==> config.mk <==
export PLATFORM = sky130hd
export DESIGN_NAME = token_lexer_unit
export DESIGN_NICKNAME = d
export VERILOG_FILES = /design/src/design/tlex_pkg.sv /design/src/design/tlex_core.sv /design/src/design/tlex_queue.sv /design/src/design/token_lexer_unit.sv
export VERILOG_INCLUDE_DIRS = /design/src /design/src/design
export SDC_FILE = /design/constraint.sdc
export NUM_CORES = 1
export LEC_CHECK = 0
export BUFFER_PORTS_ARGS = -buffer_cell sky130_fd_sc_hd__buf_2
export CAP_MARGIN = 0
export CORE_AREA = 2 2 144 76
export CTS_CLUSTER_DIAMETER = 40
export DETAILED_ROUTE_END_ITERATION = 10
export DIE_AREA = 0 0 146 78
export PLACE_DENSITY = 0.59
export REMOVE_ABC_BUFFERS = 1
export SETUP_SLACK_MARGIN = 0.15
export SLEW_MARGIN = 20
export SYNTH_ARGS = -nofsm -noshare
export SYNTH_HDL_FRONTEND = slang
export SYNTH_SLANG_ARGS = --single-unit
==> constraint.sdc <==
create_clock -name clock -period 5.87 [get_ports clock]
set_input_delay 0.8805 -clock clock [delete_from_list [all_inputs] [get_ports clock]]
set_output_delay 0.8805 -clock clock [all_outputs]
set_load 0.05 [all_outputs]
==> src/design/assert_macros.svh <==
// Assertion macros shared by the lexer modules.
`ifndef ASSERT_MACROS_SVH
`define ASSERT_MACROS_SVH

// Property checked at every rising clock edge outside reset.
`define TLEX_ASSERT(label, clk, rst, prop, msg) \
   label: assert property (@(posedge clk) disable iff (rst) (prop)) \
      else $error(msg);

// Condition that must never be seen outside reset.
`define TLEX_ASSERT_NEVER(label, clk, rst, cond, msg) \
   `TLEX_ASSERT(label, clk, rst, !(cond), msg)

`endif

==> src/design/tlex_pkg.sv <==
// Types and character constants shared by the token lexer modules.
package tlex_pkg;

   // One result item: a token character or an end-only marker.
   typedef struct packed {
      logic       has_char;
      logic [7:0] char_value;
      logic [2:0] kind;
      logic       last;
   } result_type;

   localparam logic [2:0] KIND_QUOTED  = 3'd0;
   localparam logic [2:0] KIND_BRACKET = 3'd1;
   localparam logic [2:0] KIND_IDENT   = 3'd2;
   localparam logic [2:0] KIND_NUMBER  = 3'd3;
   localparam logic [2:0] KIND_SINGLE  = 3'd4;
   localparam logic [2:0] KIND_WORD    = 3'd5;

   localparam logic [7:0] CH_NUL        = 8'h00;
   localparam logic [7:0] CH_SPACE      = 8'h20;
   localparam logic [7:0] CH_SLASH      = 8'h2F;
   localparam logic [7:0] CH_STAR       = 8'h2A;
   localparam logic [7:0] CH_NEWLINE    = 8'h0A;
   localparam logic [7:0] CH_QUOTE      = 8'h22;
   localparam logic [7:0] CH_LBRACKET   = 8'h5B;
   localparam logic [7:0] CH_RBRACKET   = 8'h5D;
   localparam logic [7:0] CH_UNDERSCORE = 8'h5F;
   localparam logic [7:0] CH_MINUS      = 8'h2D;
   localparam logic [7:0] CH_DOT        = 8'h2E;
   localparam logic [7:0] CH_LOWER_E    = 8'h65;
   localparam logic [7:0] CH_UPPER_E    = 8'h45;
   localparam logic [7:0] CH_LOWER_X    = 8'h78;

endpackage

==> src/design/tlex_core.sv <==
// Lexer state registers and the per-byte transition that yields up to two results.
module tlex_core
   import tlex_pkg::*;
(
   input  logic        clock,
   input  logic        reset,
   input  logic        accept,
   input  logic [7:0]  byte_value,
   input  logic        end_of_input,
   input  logic        word_mode,
   output logic [1:0]  push_count,
   output result_type  push_data [2]
);

`include "assert_macros.svh"

   typedef enum logic [3:0] {
      ST_IDLE    = 4'd0,
      ST_LINE    = 4'd1,
      ST_BLOCK   = 4'd2,
      ST_QUOTED  = 4'd3,
      ST_BRACKET = 4'd4,
      ST_IDENT   = 4'd5,
      ST_NUMBER  = 4'd6,
      ST_WORD    = 4'd7
   } state_type;

   typedef struct packed {
      logic       emit;
      result_type res;
      state_type  state;
      logic       slash;
   } scan_type;

   state_type state_ff, state_in;
   logic      slash_ff, slash_in;
   logic      star_ff, star_in;
   logic [1:0] count;
   result_type res [2];
   scan_type   scan;

   function automatic result_type mk(logic has, logic [7:0] ch, logic [2:0] kind, logic last);
      result_type r;
      r.has_char   = has;
      r.char_value = has ? ch : CH_NUL;
      r.kind       = kind;
      r.last       = last;
      return r;
   endfunction

   function automatic logic is_alpha(logic [7:0] c);
      return (c >= 8'h61 && c <= 8'h7A) || (c >= 8'h41 && c <= 8'h5A);
   endfunction

   function automatic logic is_digit(logic [7:0] c);
      return c >= 8'h30 && c <= 8'h39;
   endfunction

   // Start of a token from idle; the byte is known to be nonzero.
   function automatic scan_type scan_idle(logic [7:0] c, logic mode);
      scan_type s;
      s.emit  = 1'b0;
      s.res   = mk(1'b1, c, KIND_SINGLE, 1'b1);
      s.state = ST_IDLE;
      s.slash = 1'b0;
      if (c <= CH_SPACE) begin
         s.emit = 1'b0;
      end else if (c == CH_SLASH) begin
         s.slash = 1'b1;
      end else if (c == CH_QUOTE) begin
         s.state = ST_QUOTED;
      end else if (mode) begin
         s.emit  = 1'b1;
         s.res   = mk(1'b1, c, KIND_WORD, 1'b0);
         s.state = ST_WORD;
      end else if (c == CH_LBRACKET) begin
         s.emit  = 1'b1;
         s.res   = mk(1'b1, c, KIND_BRACKET, 1'b0);
         s.state = ST_BRACKET;
      end else if (is_alpha(c) || c == CH_UNDERSCORE) begin
         s.emit  = 1'b1;
         s.res   = mk(1'b1, c, KIND_IDENT, 1'b0);
         s.state = ST_IDENT;
      end else if (is_digit(c) || c == CH_MINUS) begin
         s.emit  = 1'b1;
         s.res   = mk(1'b1, c, KIND_NUMBER, 1'b0);
         s.state = ST_NUMBER;
      end else begin
         s.emit = 1'b1;
      end
      return s;
   endfunction

   always_comb begin
      state_in = state_ff;
      slash_in = slash_ff;
      star_in  = star_ff;
      count    = 2'd0;
      res[0]   = mk(1'b0, CH_NUL, KIND_QUOTED, 1'b0);
      res[1]   = mk(1'b0, CH_NUL, KIND_QUOTED, 1'b0);
      scan     = scan_idle(byte_value, word_mode);

      if (end_of_input || byte_value == CH_NUL) begin
         // A held slash only exists between tokens, so it and an open
         // token never need flushing together except in word mode.
         if (slash_ff) begin
            if (word_mode) begin
               res[0] = mk(1'b1, CH_SLASH, KIND_WORD, 1'b0);
               res[1] = mk(1'b0, CH_NUL, KIND_WORD, 1'b1);
               count  = 2'd2;
            end else begin
               res[0] = mk(1'b1, CH_SLASH, KIND_SINGLE, 1'b1);
               count  = 2'd1;
            end
         end else begin
            case (state_ff)
               ST_QUOTED: begin
                  res[0] = mk(1'b0, CH_NUL, KIND_QUOTED, 1'b1);
                  count  = 2'd1;
               end
               ST_BRACKET: begin
                  res[0] = mk(1'b0, CH_NUL, KIND_BRACKET, 1'b1);
                  count  = 2'd1;
               end
               ST_IDENT: begin
                  res[0] = mk(1'b0, CH_NUL, KIND_IDENT, 1'b1);
                  count  = 2'd1;
               end
               ST_NUMBER: begin
                  res[0] = mk(1'b0, CH_NUL, KIND_NUMBER, 1'b1);
                  count  = 2'd1;
               end
               ST_WORD: begin
                  res[0] = mk(1'b0, CH_NUL, KIND_WORD, 1'b1);
                  count  = 2'd1;
               end
               default: begin
                  count = 2'd0;
               end
            endcase
         end
         state_in = ST_IDLE;
         slash_in = 1'b0;
         star_in  = 1'b0;
      end else begin
         case (state_ff)
            ST_LINE: begin
               if (byte_value == CH_NEWLINE) begin
                  state_in = ST_IDLE;
               end
            end
            ST_BLOCK: begin
               if (star_ff && byte_value == CH_SLASH) begin
                  state_in = ST_IDLE;
                  star_in  = 1'b0;
               end else begin
                  star_in = (byte_value == CH_STAR);
               end
            end
            ST_QUOTED: begin
               count = 2'd1;
               if (byte_value == CH_QUOTE) begin
                  res[0]   = mk(1'b0, CH_NUL, KIND_QUOTED, 1'b1);
                  state_in = ST_IDLE;
               end else begin
                  res[0] = mk(1'b1, byte_value, KIND_QUOTED, 1'b0);
               end
            end
            ST_BRACKET: begin
               count = 2'd1;
               if (byte_value == CH_RBRACKET) begin
                  res[0]   = mk(1'b1, byte_value, KIND_BRACKET, 1'b1);
                  state_in = ST_IDLE;
               end else begin
                  res[0] = mk(1'b1, byte_value, KIND_BRACKET, 1'b0);
               end
            end
            ST_IDENT: begin
               if (is_alpha(byte_value) || is_digit(byte_value)
                   || byte_value == CH_UNDERSCORE) begin
                  res[0] = mk(1'b1, byte_value, KIND_IDENT, 1'b0);
                  count  = 2'd1;
               end else begin
                  // Foreign byte: close the token and rescan the byte.
                  res[0]   = mk(1'b0, CH_NUL, KIND_IDENT, 1'b1);
                  res[1]   = scan.res;
                  count    = scan.emit ? 2'd2 : 2'd1;
                  state_in = scan.state;
                  slash_in = scan.slash;
               end
            end
            ST_NUMBER: begin
               if (is_digit(byte_value) || byte_value == CH_DOT
                   || byte_value == CH_LOWER_E || byte_value == CH_UPPER_E
                   || byte_value == CH_LOWER_X || byte_value == CH_MINUS) begin
                  res[0] = mk(1'b1, byte_value, KIND_NUMBER, 1'b0);
                  count  = 2'd1;
               end else begin
                  res[0]   = mk(1'b0, CH_NUL, KIND_NUMBER, 1'b1);
                  res[1]   = scan.res;
                  count    = scan.emit ? 2'd2 : 2'd1;
                  state_in = scan.state;
                  slash_in = scan.slash;
               end
            end
            ST_WORD: begin
               count = 2'd1;
               if (byte_value > CH_SPACE) begin
                  res[0] = mk(1'b1, byte_value, KIND_WORD, 1'b0);
               end else begin
                  res[0]   = mk(1'b0, CH_NUL, KIND_WORD, 1'b1);
                  state_in = ST_IDLE;
               end
            end
            default: begin
               state_in = ST_IDLE;
               if (slash_ff && byte_value == CH_SLASH) begin
                  slash_in = 1'b0;
                  state_in = ST_LINE;
               end else if (slash_ff && byte_value == CH_STAR) begin
                  slash_in = 1'b0;
                  state_in = ST_BLOCK;
                  star_in  = 1'b0;
               end else if (slash_ff && word_mode) begin
                  // The held slash opens a word; this byte continues or ends it.
                  slash_in = 1'b0;
                  res[0]   = mk(1'b1, CH_SLASH, KIND_WORD, 1'b0);
                  count    = 2'd2;
                  if (byte_value > CH_SPACE) begin
                     res[1]   = mk(1'b1, byte_value, KIND_WORD, 1'b0);
                     state_in = ST_WORD;
                  end else begin
                     res[1] = mk(1'b0, CH_NUL, KIND_WORD, 1'b1);
                  end
               end else if (slash_ff) begin
                  res[0]   = mk(1'b1, CH_SLASH, KIND_SINGLE, 1'b1);
                  res[1]   = scan.res;
                  count    = scan.emit ? 2'd2 : 2'd1;
                  state_in = scan.state;
                  slash_in = scan.slash;
               end else begin
                  res[0]   = scan.res;
                  count    = scan.emit ? 2'd1 : 2'd0;
                  state_in = scan.state;
                  slash_in = scan.slash;
               end
            end
         endcase
      end
   end

   always_ff @(posedge clock) begin
      if (reset) begin
         state_ff <= ST_IDLE;
         slash_ff <= 1'b0;
         star_ff  <= 1'b0;
      end else if (accept) begin
         state_ff <= state_in;
         slash_ff <= slash_in;
         star_ff  <= star_in;
      end
   end

   assign push_count   = accept ? count : 2'd0;
   assign push_data[0] = res[0];
   assign push_data[1] = res[1];

   `TLEX_ASSERT_NEVER(a_slash_only_idle, clock, reset, slash_ff && state_ff != ST_IDLE,
      "held slash outside the idle state")
   `TLEX_ASSERT_NEVER(a_star_only_block, clock, reset, star_ff && state_ff != ST_BLOCK,
      "star flag set outside a block comment")
   `TLEX_ASSERT_NEVER(a_count_legal, clock, reset, count == 2'd3,
      "more than two results for one item")

endmodule

==> src/design/tlex_queue.sv <==
// Result queue: up to two results in per cycle, one out while out_ready.
module tlex_queue
   import tlex_pkg::*;
#(
   parameter int DEPTH = 4
)
(
   input  logic        clock,
   input  logic        reset,
   input  logic [1:0]  push_count,
   input  result_type  push_data [2],
   output logic        space_ok,
   output logic        out_valid,
   input  logic        out_ready,
   output result_type  out_data
);

`include "assert_macros.svh"

   localparam int PTR_W = $clog2(DEPTH);
   localparam int CNT_W = $clog2(DEPTH + 1);
   localparam logic [PTR_W-1:0] LAST_PTR = PTR_W'(DEPTH - 1);

   result_type       entries_ff [DEPTH];
   logic [PTR_W-1:0] wr_ptr_ff, wr_ptr_in, rd_ptr_ff, rd_ptr_in;
   logic [PTR_W-1:0] wr_next1, wr_next2;
   logic [CNT_W-1:0] count_ff, count_in;
   logic             pop;

   always_comb begin
      pop      = out_valid && out_ready;
      wr_next1 = (wr_ptr_ff == LAST_PTR) ? '0 : wr_ptr_ff + PTR_W'(1);
      wr_next2 = (wr_next1 == LAST_PTR) ? '0 : wr_next1 + PTR_W'(1);
      case (push_count)
         2'd1:    wr_ptr_in = wr_next1;
         2'd2:    wr_ptr_in = wr_next2;
         default: wr_ptr_in = wr_ptr_ff;
      endcase
      rd_ptr_in = rd_ptr_ff;
      if (pop) begin
         rd_ptr_in = (rd_ptr_ff == LAST_PTR) ? '0 : rd_ptr_ff + PTR_W'(1);
      end
      count_in = count_ff + CNT_W'(push_count) - CNT_W'(pop);
   end

   always_ff @(posedge clock) begin
      if (reset) begin
         wr_ptr_ff <= '0;
         rd_ptr_ff <= '0;
         count_ff  <= '0;
      end else begin
         wr_ptr_ff <= wr_ptr_in;
         rd_ptr_ff <= rd_ptr_in;
         count_ff  <= count_in;
      end
   end

   always_ff @(posedge clock) begin
      if (push_count != 2'd0) begin
         entries_ff[wr_ptr_ff] <= push_data[0];
      end
      if (push_count == 2'd2) begin
         entries_ff[wr_next1] <= push_data[1];
      end
   end

   assign space_ok  = count_ff <= CNT_W'(DEPTH - 2);
   assign out_valid = count_ff != '0;
   assign out_data  = entries_ff[rd_ptr_ff];

   `TLEX_ASSERT(a_count_bound, clock, reset, count_ff <= CNT_W'(DEPTH),
      "result queue count beyond its depth")
   `TLEX_ASSERT(a_push_has_room, clock, reset,
      (push_count != 2'd0) |-> (count_ff <= CNT_W'(DEPTH - 2)),
      "results pushed without two free entries")
   `TLEX_ASSERT(a_pop_drains, clock, reset,
      (pop && push_count == 2'd0) |=> (count_ff == $past(count_ff) - CNT_W'(1)),
      "a lone pop did not lower the count")

endmodule

==> src/design/token_lexer_unit.sv <==
// Token lexer top level: mode register, lexer core and result queue.
// An item's first result is offered in the cycle after its acceptance if the queue is empty.
// Throughput: one item per cycle while results drain; items with two results fill the queue
// faster than it drains, so req_ready (two free entries) falls under a stall or a run of such items.
// Reset is synchronous and active high; it clears the mode, the lexer state and the queue.
module token_lexer_unit
   import tlex_pkg::*;
#(
   parameter int QUEUE_DEPTH = 4
)
(
   input  logic       clock,
   input  logic       reset,
   input  logic       req_valid,
   output logic       req_ready,
   input  logic [7:0] req_byte_value,
   input  logic       req_end_of_input,
   output logic       rsp_valid,
   input  logic       rsp_ready,
   output logic       rsp_has_char,
   output logic [7:0] rsp_char_value,
   output logic [2:0] rsp_kind,
   output logic       rsp_last,
   input  logic       csr_write_enable,
   input  logic       csr_write_data
);

   // Mode register: 0 selects the full token classes, 1 selects quoted strings or
   // whitespace-delimited words. It is to be written only while idle; the block does not enforce this.
   logic       word_mode_ff;
   logic       accept;
   logic [1:0] push_count;
   result_type push_data [2];
   result_type out_data;

   always_ff @(posedge clock) begin
      if (reset) begin
         word_mode_ff <= 1'b0;
      end else if (csr_write_enable) begin
         word_mode_ff <= csr_write_data;
      end
   end

   // An item is taken whenever the queue can absorb the worst case of two
   // results, so the lexer state advances in the same cycle as the accept.
   assign accept = req_valid && req_ready;

   // The core holds the lexer state and computes every result of one byte
   // in a single short transition.
   tlex_core u_core (
      .clock        (clock),
      .reset        (reset),
      .accept       (accept),
      .byte_value   (req_byte_value),
      .end_of_input (req_end_of_input),
      .word_mode    (word_mode_ff),
      .push_count   (push_count),
      .push_data    (push_data)
   );

   // The queue registers the results and separates the two channels, so a
   // stalled consumer does not block input until the queue fills.
   tlex_queue #(
      .DEPTH (QUEUE_DEPTH)
   ) u_queue (
      .clock      (clock),
      .reset      (reset),
      .push_count (push_count),
      .push_data  (push_data),
      .space_ok   (req_ready),
      .out_valid  (rsp_valid),
      .out_ready  (rsp_ready),
      .out_data   (out_data)
   );

   assign rsp_has_char   = out_data.has_char;
   assign rsp_char_value = out_data.char_value;
   assign rsp_kind       = out_data.kind;
   assign rsp_last       = out_data.last;

endmodule

==> out/qor.yml <==
post-dp-hpwl_mm: 8.781
synth_top_area_frac: 0.3494
wl_mm: 11.85
clkTransAtPathRegs_ps: 60
routed_via_density: 5.957
clock-root-buffer: "clkbuf_16"
holdWs_ps: 460.6
boundaryPins: 30
ys_seq_elements: 67
critPathLaunchType: "primary input"
die_area_sq_um: 11390
startpoint: "req_byte_value[5]"
synth_top_family_by_area: "compound AO/OA/AOI/OAI gates"
ys_seq_area_frac: 0.4166
finalSetupViolCount: 0
cts_hold_buffers: 0
hp-class: "reg2reg"
cp_slowest_cell: "o31ai_1"
setup_tns_ps: 0
route.vias.total: 3604
synthCells: 440
areaGrowthSynthToFinish_pct: 12.29
synthAdderAreaFrac: 0.04647
ir_worst_vdd_mv: 0.1375
cp.arrival_ps: 4730
wl_per_cell_um: 19.59
cts-resized-gates: 0
async_flop_share: 0
grtUsageMet2: 0.3142
maxCapViolCount: 0
drc_errors: 0
fin_skew_ps: 4.466
cts_htree_levels: 3
crit_type: "in2reg"
diodes: 0
grt_max_degree: 21
cpPeakStageDelay_ps: 610
endpoint_kind: "register"
antenna_found_initial: 0
use_met3: 0.04353
yosys.area_share.simple: 0.1753
path_max_fanout: 17
path_cells: "buf_2 > or3b_1 > nor3_2 > o31ai_1 > ha_1 > nand2b_1 > a22oi_1 > or3_1 > inv_1 > ha_1 > nand2_1 > a211oi_4 > o21bai_1 > and2_1"
multi_input_area_sq_um: 2415
fin_util: 0.5009
avgSynthCellArea_sq_um: 10.16
grt_pass1_vias: 3238
hold_viol_final: 0
p_leak_uw: 0.001825
rsz0062_at_grt: "no"
finalCritPeriodShare: 0.7723
worst_slew_pin_slew_ps: 952.5
max-slew-margin-rel: 0.3642
synthMuxAreaShare: 0.09155
finalMaxSlewViolations: 0
area.sequential_sq_um: 1862
layout_commonest_cell: "nand2_1"
min-delay-start: "u_core.star_ff"
reg2reg_from: "u_core.state_ff[2]"
start_util: 0.4461
grt.total_usage: 0.2188
die_w_um: 146
final_nets: 491
fin_crit_ps: 4533
synth_area_sq_um: 4469
detail-route-antenna-nets: 0
grt_first_pass_wirelength_mm: 18.97
clock_path_buffers: 2
cts_sinks: 67
final_cell_mix: "60 x nand2_1, 52 x edfxtp_1, 29 x buf_2"
power.density_nw_per_um2: 321.4
drive_gt1_frac: 0.1785
max_freq_mhz: 220.6
rows: 26
outcome: "finished clean"
ys.flop_type: "edfxtp_1"
first_iter_violations: 505
fp.dieH_um: 78
grt_overflow: 0
routabilityCongestion: 0.8860
yosysUniqueCellTypes: 66
cts_setup_buffers: 0
drt_first_pass_iters: 5
synth_edf_count: 52
synth-xor-area-share: 0.007839
use_met1: 0.3388
clk_latency_ps: 330
synth_area_leaders: "edfxtp_1 35%, dfxtp_1 6.7%, mux4_2 6.6%"
n_fill_cell: 924
cts_made_buffers: 9
required_ps: 6070
yosys_warnings: 0
yosysTopAreaCell: "edfxtp_1"
path_common_cell: "ha_1"
power_uw: 1613
synth_compound_area_frac: 0.2184
core_sq_um: 10020
top_usage_layer: "met1"
io_buffers: 29
cts_tree: "built"
==> metal layers <==
layer	vias to the layer above	part of all wire
met1	1707	0.51
met2	164	0.41
met3	9	0.076
li1	1724	-
met4	0	0.0066
met5	-	0
==> synthesized netlist by cell type (12+ instances only) <==
cell type,n
a21oi_1,28
a32o_1,12
and2_1,16
clkbuf_1,17
dfxtp_1,15
edfxtp_1,52
ha_1,15
inv_1,18
mux4_2,13
nand2_1,60
nor2_1,22
o211ai_1,14
o21ai_0,13
==> state kept, by name, indices dropped and copies added, names as in the netlist, named ones only <==
signal              cells
u_core.slash_ff         1
u_core.star_ff          1
u_core.state_ff         3
u_queue.count_ff        3
u_queue.entries_ff     52
u_queue.rd_ptr_ff       2
u_queue.wr_ptr_ff       2
word_mode_ff            1
==> through the flow <==
stage | area (sq um) | worst slack, ps | cells
final | 5019 | 1337 | 605
after global routing | 5019 | 1040 | 605
after CTS | 5019 | 1384 | 605
after detailed placement | 4725 | 1064 | 589
after global placement | 4706 | 942.7 | 588
after floorplan | 4340 | 1624 | 413
==> cells by family after synthesis <==
kind of cell / count (synthesis)
flops: 67
simple gates: 157
buf+inv: 45
fa+ha+maj: 16
mux: 24
compound gates: 127
xor+xnor: 4
==> worst paths after layout <==
check / endpoint / slack (ps) / depth (start not counted)
max: u_queue.entries_ff[1][10] / 1340 / 14
min: u_core.star_ff / 460 / 2
max reg2reg: u_queue.entries_ff[1][10] / 1730 / 11
min reg2reg: u_core.star_ff / 460 / 2
==> worst max-delay path: cells and delay by family <==
kind,cells,cell delay [ps]
AND/OR/NAND/NOR,6,1650
adder cells (fa/ha/maj),2,490
AO/OA/AOI/OAI,4,1430
buffers and inverters,2,270
==> power by group <==
group	leakage, uW	switching, uW	internal (uW)
Combinational	0.00108	313	168
Sequential	0.000604	45.2	555
Clock	0.000143	202	329
==> cell type report <==
class	instances	share of cell area
multi-input cells	328	0.4812
flip-flops and latches	67	0.3710
inverters	18	0.01346
well taps	140	0.03490
repair buffers	36	0.04089
clock inverters	6	0.01296
clock buffers	10	0.04562
Power figures use the tool's default switching activity.
